$ cat src/rtl/sbr_pkg.sv
package sbr_pkg;

    // Fixed field widths of the request and result items.
    localparam int unsigned INDEX_W = 64;
    localparam int unsigned BYTE_W  = 8;
    localparam int unsigned FREE_W  = 7;
    localparam int unsigned COUNT_W = 7;

    typedef struct packed {
        logic [INDEX_W-1:0] byte_index;
        logic [BYTE_W-1:0]  byte_value;
        logic               has_byte;
        logic               ends_stream;
        logic [FREE_W-1:0]  downstream_free;
    } in_item_t;

    typedef struct packed {
        logic [BYTE_W-1:0]  out_byte;
        logic               out_valid;
        logic               last_of_run;
        logic               stream_closed;
        logic [COUNT_W-1:0] pending_count;
    } out_item_t;

    typedef enum logic [2:0] {
        ST_IDLE,
        ST_EVAL,
        ST_SCAN,
        ST_CLOSE,
        ST_EMIT_RD,
        ST_EMIT_LD,
        ST_STATUS
    } state_t;

endpackage

$ cat src/rtl/stream_byte_reassembler.sv
// Stream byte reassembler: puts the bytes of a stream back into index order.
// The input channel (s_valid, s_ready, s_data) carries one request per byte,
// tagged with its absolute stream index, or an empty end-of-stream marker.
// The result channel (m_valid, m_ready, m_data) delivers the released bytes
// in index order, or a single status result when a request releases nothing.
// Every result carries the pending byte count and the closed flag as they
// stand once the request has been fully processed; the last result of a
// request has last_of_run set.
// Sequence: each request is first evaluated; one that stores no byte then gives
// its status result. One that stores a byte walks the valid map and checks for
// the close, then gives its status result if it completed no run, or else
// releases each byte of the run through a read state and a load state, set by
// the single read port of the byte store and its registered read data. A new
// request is taken once the last result of the previous one has been loaded
// into the output register.
// Reset (aresetn low, synchronous) clears the valid map, the indices, the
// pending count, the end marking and the closed flag; the byte store itself
// is not cleared, as only slots marked valid are ever read.
// When the receiver stalls, the output register holds its result and the
// release walk waits; s_ready stays low until the last result is loaded.
module stream_byte_reassembler #(
    parameter int unsigned WINDOW = 64
) (
    input  logic              aclk,
    input  logic              aresetn,
    input  logic              s_valid,
    output logic              s_ready,
    input  sbr_pkg::in_item_t s_data,
    output logic              m_valid,
    input  logic              m_ready,
    output sbr_pkg::out_item_t m_data
);

    import sbr_pkg::*;

    // Slot addresses cover the window; counts must also hold the window itself.
    localparam int unsigned SLOT_W = (WINDOW > 1) ? $clog2(WINDOW) : 1;
    localparam int unsigned CNT_W  = $clog2(WINDOW + 1);
    localparam logic [FREE_W-1:0] WIN_FREE = FREE_W'(WINDOW);
    localparam logic [SLOT_W:0]   WIN_SUM  = (SLOT_W + 1)'(WINDOW);
    localparam logic [CNT_W-1:0]  WIN_CNT  = CNT_W'(WINDOW);
    localparam logic [SLOT_W-1:0] LAST_SLOT = SLOT_W'(WINDOW - 1);

    state_t state_reg, state_next;

    // Architectural state of the reassembler.
    in_item_t            item_reg,       item_next;
    logic [INDEX_W-1:0]  next_index_reg, next_index_next;
    logic [INDEX_W-1:0]  end_index_reg,  end_index_next;
    logic                end_known_reg,  end_known_next;
    logic                closed_reg,     closed_next;
    logic [CNT_W-1:0]    count_reg,      count_next;
    logic [SLOT_W-1:0]   next_slot_reg,  next_slot_next;
    logic [WINDOW-1:0]   valid_reg,      valid_next;

    // Release walk.
    logic [CNT_W-1:0]    run_len_reg,    run_len_next;
    logic [SLOT_W-1:0]   emit_ptr_reg,   emit_ptr_next;
    logic [CNT_W-1:0]    emit_left_reg,  emit_left_next;

    // Output register.
    out_item_t           out_reg,        out_next;
    logic                m_valid_reg,    m_valid_next;

    // Byte store: one write port, one registered read port.
    logic [BYTE_W-1:0]   byte_store [WINDOW];
    logic [BYTE_W-1:0]   rd_data_reg;
    logic                mem_we;
    logic                mem_re;

    // Evaluation of the held request.
    logic [FREE_W-1:0]   free_sat;
    logic [INDEX_W-1:0]  end_new;
    logic [INDEX_W-1:0]  end_eff;
    logic                end_known_eff;
    logic [INDEX_W:0]    diff;
    logic                in_window;
    logic [SLOT_W:0]     slot_sum;
    logic [SLOT_W-1:0]   slot;
    logic                take_byte;
    logic                marker_close;
    logic                scan_hit;
    logic                out_free;
    logic [SLOT_W-1:0]   next_slot_inc;
    logic [SLOT_W-1:0]   emit_ptr_inc;

    assign out_free = !m_valid_reg || m_ready;

    always_comb begin
        free_sat = (item_reg.downstream_free > WIN_FREE) ? WIN_FREE : item_reg.downstream_free;
        end_new  = item_reg.byte_index + {{(INDEX_W-1){1'b0}}, item_reg.has_byte};
        end_eff       = item_reg.ends_stream ? end_new : end_index_reg;
        end_known_eff = item_reg.ends_stream || end_known_reg;

        // The byte lies in the window when it is not below the next index and
        // its offset stays below the free space.
        diff = {1'b0, item_reg.byte_index} - {1'b0, next_index_reg};
        in_window = !diff[INDEX_W] && (diff[INDEX_W-1:FREE_W] == '0)
                    && (diff[FREE_W-1:0] < free_sat);

        // The offset is below the window here, so one subtraction wraps it.
        slot_sum = {1'b0, next_slot_reg} + {1'b0, diff[SLOT_W-1:0]};
        slot     = (slot_sum >= WIN_SUM) ? SLOT_W'(slot_sum - WIN_SUM) : slot_sum[SLOT_W-1:0];

        take_byte    = (free_sat != '0) && item_reg.has_byte && !closed_reg && in_window
                       && !valid_reg[slot];
        marker_close = (free_sat != '0) && !item_reg.has_byte && end_known_eff
                       && (next_index_reg == end_eff);

        scan_hit = valid_reg[next_slot_reg] && (run_len_reg != WIN_CNT);

        next_slot_inc = (next_slot_reg == LAST_SLOT) ? '0 : next_slot_reg + 1'b1;
        emit_ptr_inc  = (emit_ptr_reg == LAST_SLOT) ? '0 : emit_ptr_reg + 1'b1;
    end

    // Next-state logic.
    always_comb begin
        state_next = state_reg;
        case (state_reg)
            ST_IDLE: begin
                if (s_valid) begin
                    state_next = ST_EVAL;
                end
            end
            ST_EVAL: begin
                state_next = take_byte ? ST_SCAN : ST_STATUS;
            end
            ST_SCAN: begin
                if (!scan_hit) begin
                    state_next = ST_CLOSE;
                end
            end
            ST_CLOSE: begin
                state_next = (run_len_reg == '0) ? ST_STATUS : ST_EMIT_RD;
            end
            ST_EMIT_RD: begin
                state_next = ST_EMIT_LD;
            end
            ST_EMIT_LD: begin
                if (out_free) begin
                    state_next = (emit_left_reg == CNT_W'(1)) ? ST_IDLE : ST_EMIT_RD;
                end
            end
            ST_STATUS: begin
                if (out_free) begin
                    state_next = ST_IDLE;
                end
            end
            default: begin
                state_next = ST_IDLE;
            end
        endcase
    end

    // Datapath and output logic.
    always_comb begin
        item_next       = item_reg;
        next_index_next = next_index_reg;
        end_index_next  = end_index_reg;
        end_known_next  = end_known_reg;
        closed_next     = closed_reg;
        count_next      = count_reg;
        next_slot_next  = next_slot_reg;
        valid_next      = valid_reg;
        run_len_next    = run_len_reg;
        emit_ptr_next   = emit_ptr_reg;
        emit_left_next  = emit_left_reg;
        out_next        = out_reg;
        m_valid_next    = m_valid_reg && !m_ready;
        mem_we          = 1'b0;
        mem_re          = 1'b0;
        s_ready         = 1'b0;

        case (state_reg)
            ST_IDLE: begin
                s_ready = 1'b1;
                if (s_valid) begin
                    item_next = s_data;
                end
            end
            ST_EVAL: begin
                // The end marking is taken before any other check.
                if (item_reg.ends_stream) begin
                    end_known_next = 1'b1;
                    end_index_next = end_new;
                end
                if (marker_close) begin
                    closed_next = 1'b1;
                end
                if (take_byte) begin
                    mem_we           = 1'b1;
                    valid_next[slot] = 1'b1;
                    count_next       = count_reg + 1'b1;
                end
                run_len_next  = '0;
                emit_ptr_next = next_slot_reg;
            end
            ST_SCAN: begin
                // Walk the contiguous run, retiring one slot per cycle.
                if (scan_hit) begin
                    valid_next[next_slot_reg] = 1'b0;
                    count_next      = count_reg - 1'b1;
                    next_index_next = next_index_reg + 1'b1;
                    next_slot_next  = next_slot_inc;
                    run_len_next    = run_len_reg + 1'b1;
                end
            end
            ST_CLOSE: begin
                if (end_known_reg && (end_index_reg <= next_index_reg)) begin
                    closed_next = 1'b1;
                end
                emit_left_next = run_len_reg;
            end
            ST_EMIT_RD: begin
                mem_re = 1'b1;
            end
            ST_EMIT_LD: begin
                if (out_free) begin
                    out_next.out_byte      = rd_data_reg;
                    out_next.out_valid     = 1'b1;
                    out_next.last_of_run   = (emit_left_reg == CNT_W'(1));
                    out_next.stream_closed = closed_reg;
                    out_next.pending_count = COUNT_W'(count_reg);
                    m_valid_next   = 1'b1;
                    emit_ptr_next  = emit_ptr_inc;
                    emit_left_next = emit_left_reg - 1'b1;
                end
            end
            ST_STATUS: begin
                if (out_free) begin
                    out_next.out_byte      = '0;
                    out_next.out_valid     = 1'b0;
                    out_next.last_of_run   = 1'b1;
                    out_next.stream_closed = closed_reg;
                    out_next.pending_count = COUNT_W'(count_reg);
                    m_valid_next = 1'b1;
                end
            end
            default: begin
                m_valid_next = m_valid_reg && !m_ready;
            end
        endcase
    end

    always_ff @(posedge aclk) begin
        if (!aresetn) begin
            state_reg      <= ST_IDLE;
            next_index_reg <= '0;
            end_index_reg  <= '0;
            end_known_reg  <= 1'b0;
            closed_reg     <= 1'b0;
            count_reg      <= '0;
            next_slot_reg  <= '0;
            valid_reg      <= '0;
            run_len_reg    <= '0;
            emit_left_reg  <= '0;
            m_valid_reg    <= 1'b0;
        end else begin
            state_reg      <= state_next;
            next_index_reg <= next_index_next;
            end_index_reg  <= end_index_next;
            end_known_reg  <= end_known_next;
            closed_reg     <= closed_next;
            count_reg      <= count_next;
            next_slot_reg  <= next_slot_next;
            valid_reg      <= valid_next;
            run_len_reg    <= run_len_next;
            emit_left_reg  <= emit_left_next;
            m_valid_reg    <= m_valid_next;
        end
    end

    always_ff @(posedge aclk) begin
        item_reg     <= item_next;
        emit_ptr_reg <= emit_ptr_next;
        out_reg      <= out_next;
    end

    always_ff @(posedge aclk) begin
        if (mem_we) begin
            byte_store[slot] <= item_reg.byte_value;
        end
        if (mem_re) begin
            rd_data_reg <= byte_store[emit_ptr_reg];
        end
    end

    assign m_valid = m_valid_reg;
    assign m_data  = out_reg;

endmodule
$ cat config.mk
export PLATFORM = sky130hd
export DESIGN_NAME = stream_byte_reassembler
export DESIGN_NICKNAME = d
export VERILOG_FILES = /design/src/rtl/sbr_pkg.sv /design/src/rtl/stream_byte_reassembler.sv
export SDC_FILE = /design/constraint.sdc
export NUM_CORES = 2
export LEC_CHECK = 0
export BUFFER_PORTS_ARGS = -buffer_cell sky130_fd_sc_hd__buf_2
export CORE_ASPECT_RATIO = 0.75
export CORE_MARGIN = 4
export CORE_UTILIZATION = 30
export DETAILED_ROUTE_END_ITERATION = 6
export GPL_TIMING_DRIVEN = 0
export PLACE_DENSITY = 0.52
export SLEW_MARGIN = 20
export SYNTH_ARGS = -nofsm -noshare
export SYNTH_HDL_FRONTEND = slang
export SYNTH_SLANG_ARGS = --single-unit
$ cat constraint.sdc
create_clock -name aclk -period 6.04 [get_ports aclk]
set_input_delay 0 -clock aclk [delete_from_list [all_inputs] [get_ports aclk]]
set_output_delay 0 -clock aclk [all_outputs]
set_load 0.005 [all_outputs]
== Word-level counts from Yosys, hierarchy flattened ==
Memories as Yosys holds them, arrays and structs flattened. A register that Yosys moved wholly into a read port is not among the register bits.
Cells that the tools add are included.

* $add $sub $neg: 11
* Multiply operators: 0
* Divide/modulo/power cells: 0
* Magnitude comparators: 8
* Equality and inequality tests: 19
* Shift-type cells: 0
* Mux-type cells: 47
* Bitwise logic cells: 3
* Reductions and logical operators: 42

{| class="wikitable"
|+ Operator list
! cell !! number
|-
| $mux W64 || 3
|-
| $pmux W64 S2 || 1
|-
| $sub A64 B64 Y65 || 1
|-
| $add A64 B1 Y64 || 1
|-
| $add A64 B1 Y64 const B || 1
|-
| $and A64 B64 Y64 || 1
|-
| $eq A64 B64 Y1 || 1
|-
| $le A64 B64 Y1 || 1
|-
| $not A64 Y64 || 1
|-
| $or A64 B64 Y64 || 1
|-
| $logic_not A57 Y1 || 1
|-
| $pmux W7 S2 || 3
|-
| $mux W18 || 2
|-
| $pmux W18 S2 || 1
|-
| $mux W7 || 5
|-
| $mux W6 || 4
|-
| $pmux W3 S7 || 1
|-
| $mux W3 || 6
|-
| $ne A2 B2 Y1 const B || 8
|-
| $add A7 B1 Y7 const B || 2
|-
| $logic_and A1 B1 Y1 || 14
|-
| $lt A6 B7 Y1 const B || 2
|-
| $mux W1 || 14
|-
| $sub A7 B1 Y7 const B || 2
|-
| 28 further kinds || 53
|}

* Flip-flop bits (word level): 330
* Latch bits: 0
* Bits in writable memories: 512
* ROM bits: 0
* Output and inout bits: 20
* Logic and storage cells: 153
* Memories kept: 1

{| class="wikitable"
|+ Memory list
! name !! words !! bits a word !! read ports !! clocked after memory_dff !! write ports !! line !! text
|-
| byte_store || 64 || 8 || 1 || 1 || 1 || stream_byte_reassembler.sv:66 || <nowiki>logic [BYTE_W-1:0] byte_store [WINDOW];</nowiki>
|}

== Longest topological paths before layout ==
* Depth in word-level cells: 12
* Depth in mapped cells: 23
* Gate-level depth less buffers: 20

== Worst setup path before layout ==
No wires, ideal clock.

* Path kind: reg-to-reg
* Start point: reg next_slot_reg[1]
* End point: mem byte_store[56][0], enable pin
* Arrival: 5020 ps
* Path slack: 636 ps
* Stages on the path, launching flop included: 19
* Buffers on the path: 5
* Path through: dfxtp_1 clkbuf_1 clkbuf_1 inv_2 fa_1 buf_2 clkbuf_1 mux2i_1 nor2_1 a221oi_1 a211oi_1 a2111oi_0 nor4b_1 nand4b_1 nor4_1 and4_1 clkbuf_1 nand2_1 nor3_1

* Cells in the longest elaborated chain, start to end: 11
* Elaborated cells between the ends (all ways): 12
* Classes of those cells: 2 x add/sub; 1 x order compare; 7 x mux; 2 x reduce/logical

{| class="wikitable"
|+ RTL lines
! what !! line !! text
|-
| from (decl) || stream_byte_reassembler.sv:53 || <nowiki>logic [SLOT_W-1:0] next_slot_reg, next_slot_next;</nowiki>
|-
| from (signal assigned) || stream_byte_reassembler.sv:265 || <nowiki>next_slot_reg <= next_slot_next;</nowiki>
|-
| $add A6 B6 Y7 * || stream_byte_reassembler.sv:102 || <nowiki>slot_sum = {1'b0, next_slot_reg} + {1'b0, diff[SLOT_W-1:0]};</nowiki>
|-
| $sub A6 B1 Y6 / $ge A7 B7 Y1 (equally long branches) || stream_byte_reassembler.sv:103 || <nowiki>slot = (slot_sum >= WIN_SUM) ? SLOT_W'(slot_sum - WIN_SUM) : slot_sum[SLOT_W-1:0];</nowiki>
|-
| $mux W6 * || stream_byte_reassembler.sv:103 ||
|-
| $bmux W1 S6 || stream_byte_reassembler.sv:106 || <nowiki>&& !valid_reg[slot];</nowiki>
|-
| $mux W1 (implied by the code) || stream_byte_reassembler.sv:106 ||
|-
| $logic_not A1 Y1 || stream_byte_reassembler.sv:106 ||
|-
| $logic_and A1 B1 Y1 || stream_byte_reassembler.sv:106 ||
|-
| $mux W1 || stream_byte_reassembler.sv:190 || <nowiki>if (take_byte) begin</nowiki>
|-
| $mux W1 || stream_byte_reassembler.sv:174 || <nowiki>case (state_reg)</nowiki>
|-
| $mux W1 || stream_byte_reassembler.sv:280 || <nowiki>if (mem_we) begin</nowiki>
|-
| $mux W1 (implied by the code) || stream_byte_reassembler.sv:281 || <nowiki>byte_store[slot] <= item_reg.byte_value;</nowiki>
|-
| to (decl) || stream_byte_reassembler.sv:66 ||
|}

Every way passes the cells marked *; elsewhere a longest branch is shown, timed or not. The select of a mux whose other input is x is not followed.

== Final worst setup path ==
* Start point: reg item_reg[7] in the netlist's numbering
* End point: reg closed_reg

* Cells in the longest elaborated chain, start to end: 5
* Elaborated cells between the ends (all ways): 7
* Classes of those cells: 2 x eq/ne; 1 x mux; 4 x reduce/logical

{| class="wikitable"
|+ RTL lines
! what !! line !! text
|-
| from (decl) || stream_byte_reassembler.sv:47 || <nowiki>in_item_t item_reg, item_next;</nowiki>
|-
| from (signal assigned) || stream_byte_reassembler.sv:274 || <nowiki>item_reg <= item_next;</nowiki>
|-
| $mux W64 / $logic_or A1 B1 Y1 (equally long branches) || - ||
|-
| $eq A64 B64 Y1 / $logic_and A1 B1 Y1 (equally long branches) || stream_byte_reassembler.sv:108, stream_byte_reassembler.sv:107 ||
|-
| $logic_and A1 B1 Y1 * || stream_byte_reassembler.sv:108 || <nowiki>&& (next_index_reg == end_eff);</nowiki>
|-
| $ne A2 B2 Y1 (no source line) * || - ||
|-
| $reduce_and A3 Y1 (no source line) * || - ||
|-
| to (signal assigned) || stream_byte_reassembler.sv:263 || <nowiki>closed_reg <= closed_next;</nowiki>
|-
| to (decl) || stream_byte_reassembler.sv:51 || <nowiki>logic closed_reg, closed_next;</nowiki>
|}

Every way passes the cells marked *; elsewhere a longest branch is shown, timed or not.
A chain may end at the register's enable or synchronous reset.

==> metrics <==
status finished with violations; failing checks setup timing; clk_skew roughly 44 ps; Post-synth ARST share 0%; Clock Latency Late Sink ~740 ps; H-tree Lvls 3; maximum clock rate around 170 MHz; vias about 36k; crit-path cells inv_1, clkbuf_1, o2111a_1, a221oi_1, nor2_1, o2111ai_1, nor4_1, nand4_1, a2111oi_1, nand4_1, a2111oi_0, nand4_1, o31ai_1; largest net degree at the start of global routing between 40 and 50; number of flip-flops in the largest register 512; CP max FO 10; Period Utilization, post-route 100%; Max clock buf depth 3; final setup fails 1; GR Util All Layers a little over a fifth; maximum VDD drop between 0.15 and 0.2 mV; vias in the first global route between 30k and 40k; pwr dens 302 nW/um^2; WP buf/inv 2; fin. max-slew vios 0; post-layout min period 6040 ps; HPWL Detailed around 130000 um; router iterations before antenna repair 6; Crit. End Element flop; total power 0.0165 W; top_reg_cell synth edfxtp_1; WP data required roughly 6700 ps; Port-buffer cells 104; CTS tree built; clk root buf clkbuf_16; fin nets between 4k and 5k; first-pass GRT wire length 242000 um; slowest stage delay, CP between 900 and 1000 ps; Clock transition at path regs approximately 60 ps; FF+latch count, synth 850; Mapped Nets around 4.3k; I/O pin cnt between 100 and 150; Mapped Cells ~4.0k; die footprint about 160000 um^2; WP data arrival about 6700 ps; Die X 454 um; Hold Fails Final Rpt 0; worst hold path type in2reg; RePlAce Congestion a little under 1; row cnt about 120; critical path type reg2reg; Max Cap Viol 0; Worst path most repeated cell nand4_1; Avg Inst Size Synth approximately 11 um^2; Avg Vias per Cell 5.58; worst setup margin -2.32 ps; Ys Warns 0; CP Launch Type flop; starting density of the core 30.3%; Post-route DRC 0; Num Clock Sinks 850; FF-to-FF setup slack -2 ps; Crit-path slowest cell a2111oi_1; layout cell share with drive strength beyond 1 between 10 and 15%; Slew headroom between 20 and 25%; Initial DRC Count 4651; WL final roughly 170000 um; Routed WL per cell around 26 um; overall die height 342 um; Cell Area, Synth 44700 um^2; Synth-to-Final Area Change 22.2%; sequential cell area fraction in the yosys report between 50% and 60%; Post-synth EDFFs approximately 630; TritonCTS Buffers slightly above 90; Crit path max-delay family compound AO/OA/AOI/OAI gates; count of cell types in the netlist between 90 and 100; core area around 150000 um^2; initial antenna violation count 9; Worst Tran Pin Value roughly 1200 ps; Overflow after GRT 0; hold slack final 44.8 ps; leakage power total around 18 nW; antenna viol nets, final 0
cell usage after synthesis (21+ instances only):
cell type	instances	share of area, %
and4_1	21	0.41
nor3_1	83	0.93
mux2_2	38	0.96
and2_1	38	0.53
nor4_1	40	0.56
clkbuf_1	151	1.3
o311ai_0	22	0.43
dfxtp_1	225	10
buf_2	42	0.47
a211oi_1	76	1.3
and3_1	22	0.31
xnor2_1	157	3.1
nor2_1	393	3.3
nand3_1	114	1.3
inv_1	122	1.0
nor2b_1	24	0.34
o221ai_1	40	0.78
nand2_1	276	2.3
or3_1	57	0.80
a21o_1	40	0.67
mux4_2	93	4.7
o31ai_1	60	1.0
nand4_1	98	1.4
o21ai_0	151	1.7
mux2i_1	118	2.6
a21oi_1	293	3.3
buf_1	21	0.18
ha_1	153	4.3
a31oi_1	31	0.43
xor2_1	78	1.5
nand2b_1	26	0.36
edfxtp_1	625	42
o22ai_1	47	0.66
logic make-up after synthesis:
logic type | count (synthesis) | share of synthesized area (%)
AOI/OAI and AO/OA | 942 | 13.8
xor gates and xnor gates | 237 | 4.69
adders and majority gates | 156 | 4.42
buffers and inverters | 342 | 3.02
DFF | 850 | 52.1
muxes | 249 | 8.29
and+or+nand+nor | 1259 | 13.7
repair_timing:
action,in CTS,in global routing
pin swaps,39,28
buffers inserted,38,15
cloned,0,1
endpoints found under the setup margin,590,583
gates resized for setup,159,61
hold buffers,159,0
hold endpoints to repair,124,0
where the power goes:
part	leakage (nW)	total, W	internal (W)	switching (W)
logic	9.06	0.00381	0.00127	0.00254
registers	7.48	0.00675	0.00653	0.000223
clock network	1.53	0.00595	0.00336	0.00259
total	18.1	0.0165	0.0112	0.00536
layout make-up:
cell class / count / area (um^2)
inverter: 126 / 484
multi-input combinational: 2843 / 20900
clock inverter: 63 / 728
buffer: 215 / 955
tap: 1984 / 2480
sequential: 850 / 23300
clock buffer: 112 / 2440
timing repair buffer: 347 / 3350
fill: 14700 / 93200
antenna: 1 / 2.50
layout by cell type, fill, tap and decap left out, types with 119 or more instances in the layout:
master / count
o21ai_0: 150
a21oi_1: 291
inv_1: 119
nor2_1: 334
ha_1: 152
dfxtp_1: 225
nand2_1: 266
edfxtp_1: 625
buf_2: 147
xnor2_1: 154
clkbuf_1: 142
dlygate4sd3_1: 159
routing by layer:
layer  wire length [um]  global-route usage [%]
met5                 23                       0
met4               2930                    3.82
met3              19100                    5.51
met2              64200                    27.7
met1              82400                    34.3
worst paths after layout:
check	start	to	cells after the start
hold reg to reg	count_reg[6]$_SDFFE_PN0P_	m_data[6]$_DFFE_PP_	0
setup / recovery	item_reg[7]$_DFFE_PP_	closed_reg$_SDFFE_PN0P_	13
setup reg to reg	item_reg[7]$_DFFE_PP_	closed_reg$_SDFFE_PN0P_	13
hold / removal	s_data[19]	item_reg[19]$_DFFE_PP_	2
per-stage QoR:
stage	cell area [um^2]	setup TNS (ps)	instances	util (%)	setup slack [ps]
2_1_floorplan	44700	0	4035	-	636
5_1_grt	54600	-102	6540	37.0	-14.8
6_report	54600	-2.32	6541	37.0	-2.32
3_3_place_gp	47700	-873970	6123	32.3	-1940
3_5_place_dp	48200	-894290	6153	32.7	-1890
4_1_cts	54100	0	6525	36.6	9.55
(Power assumes the default switching activity.)
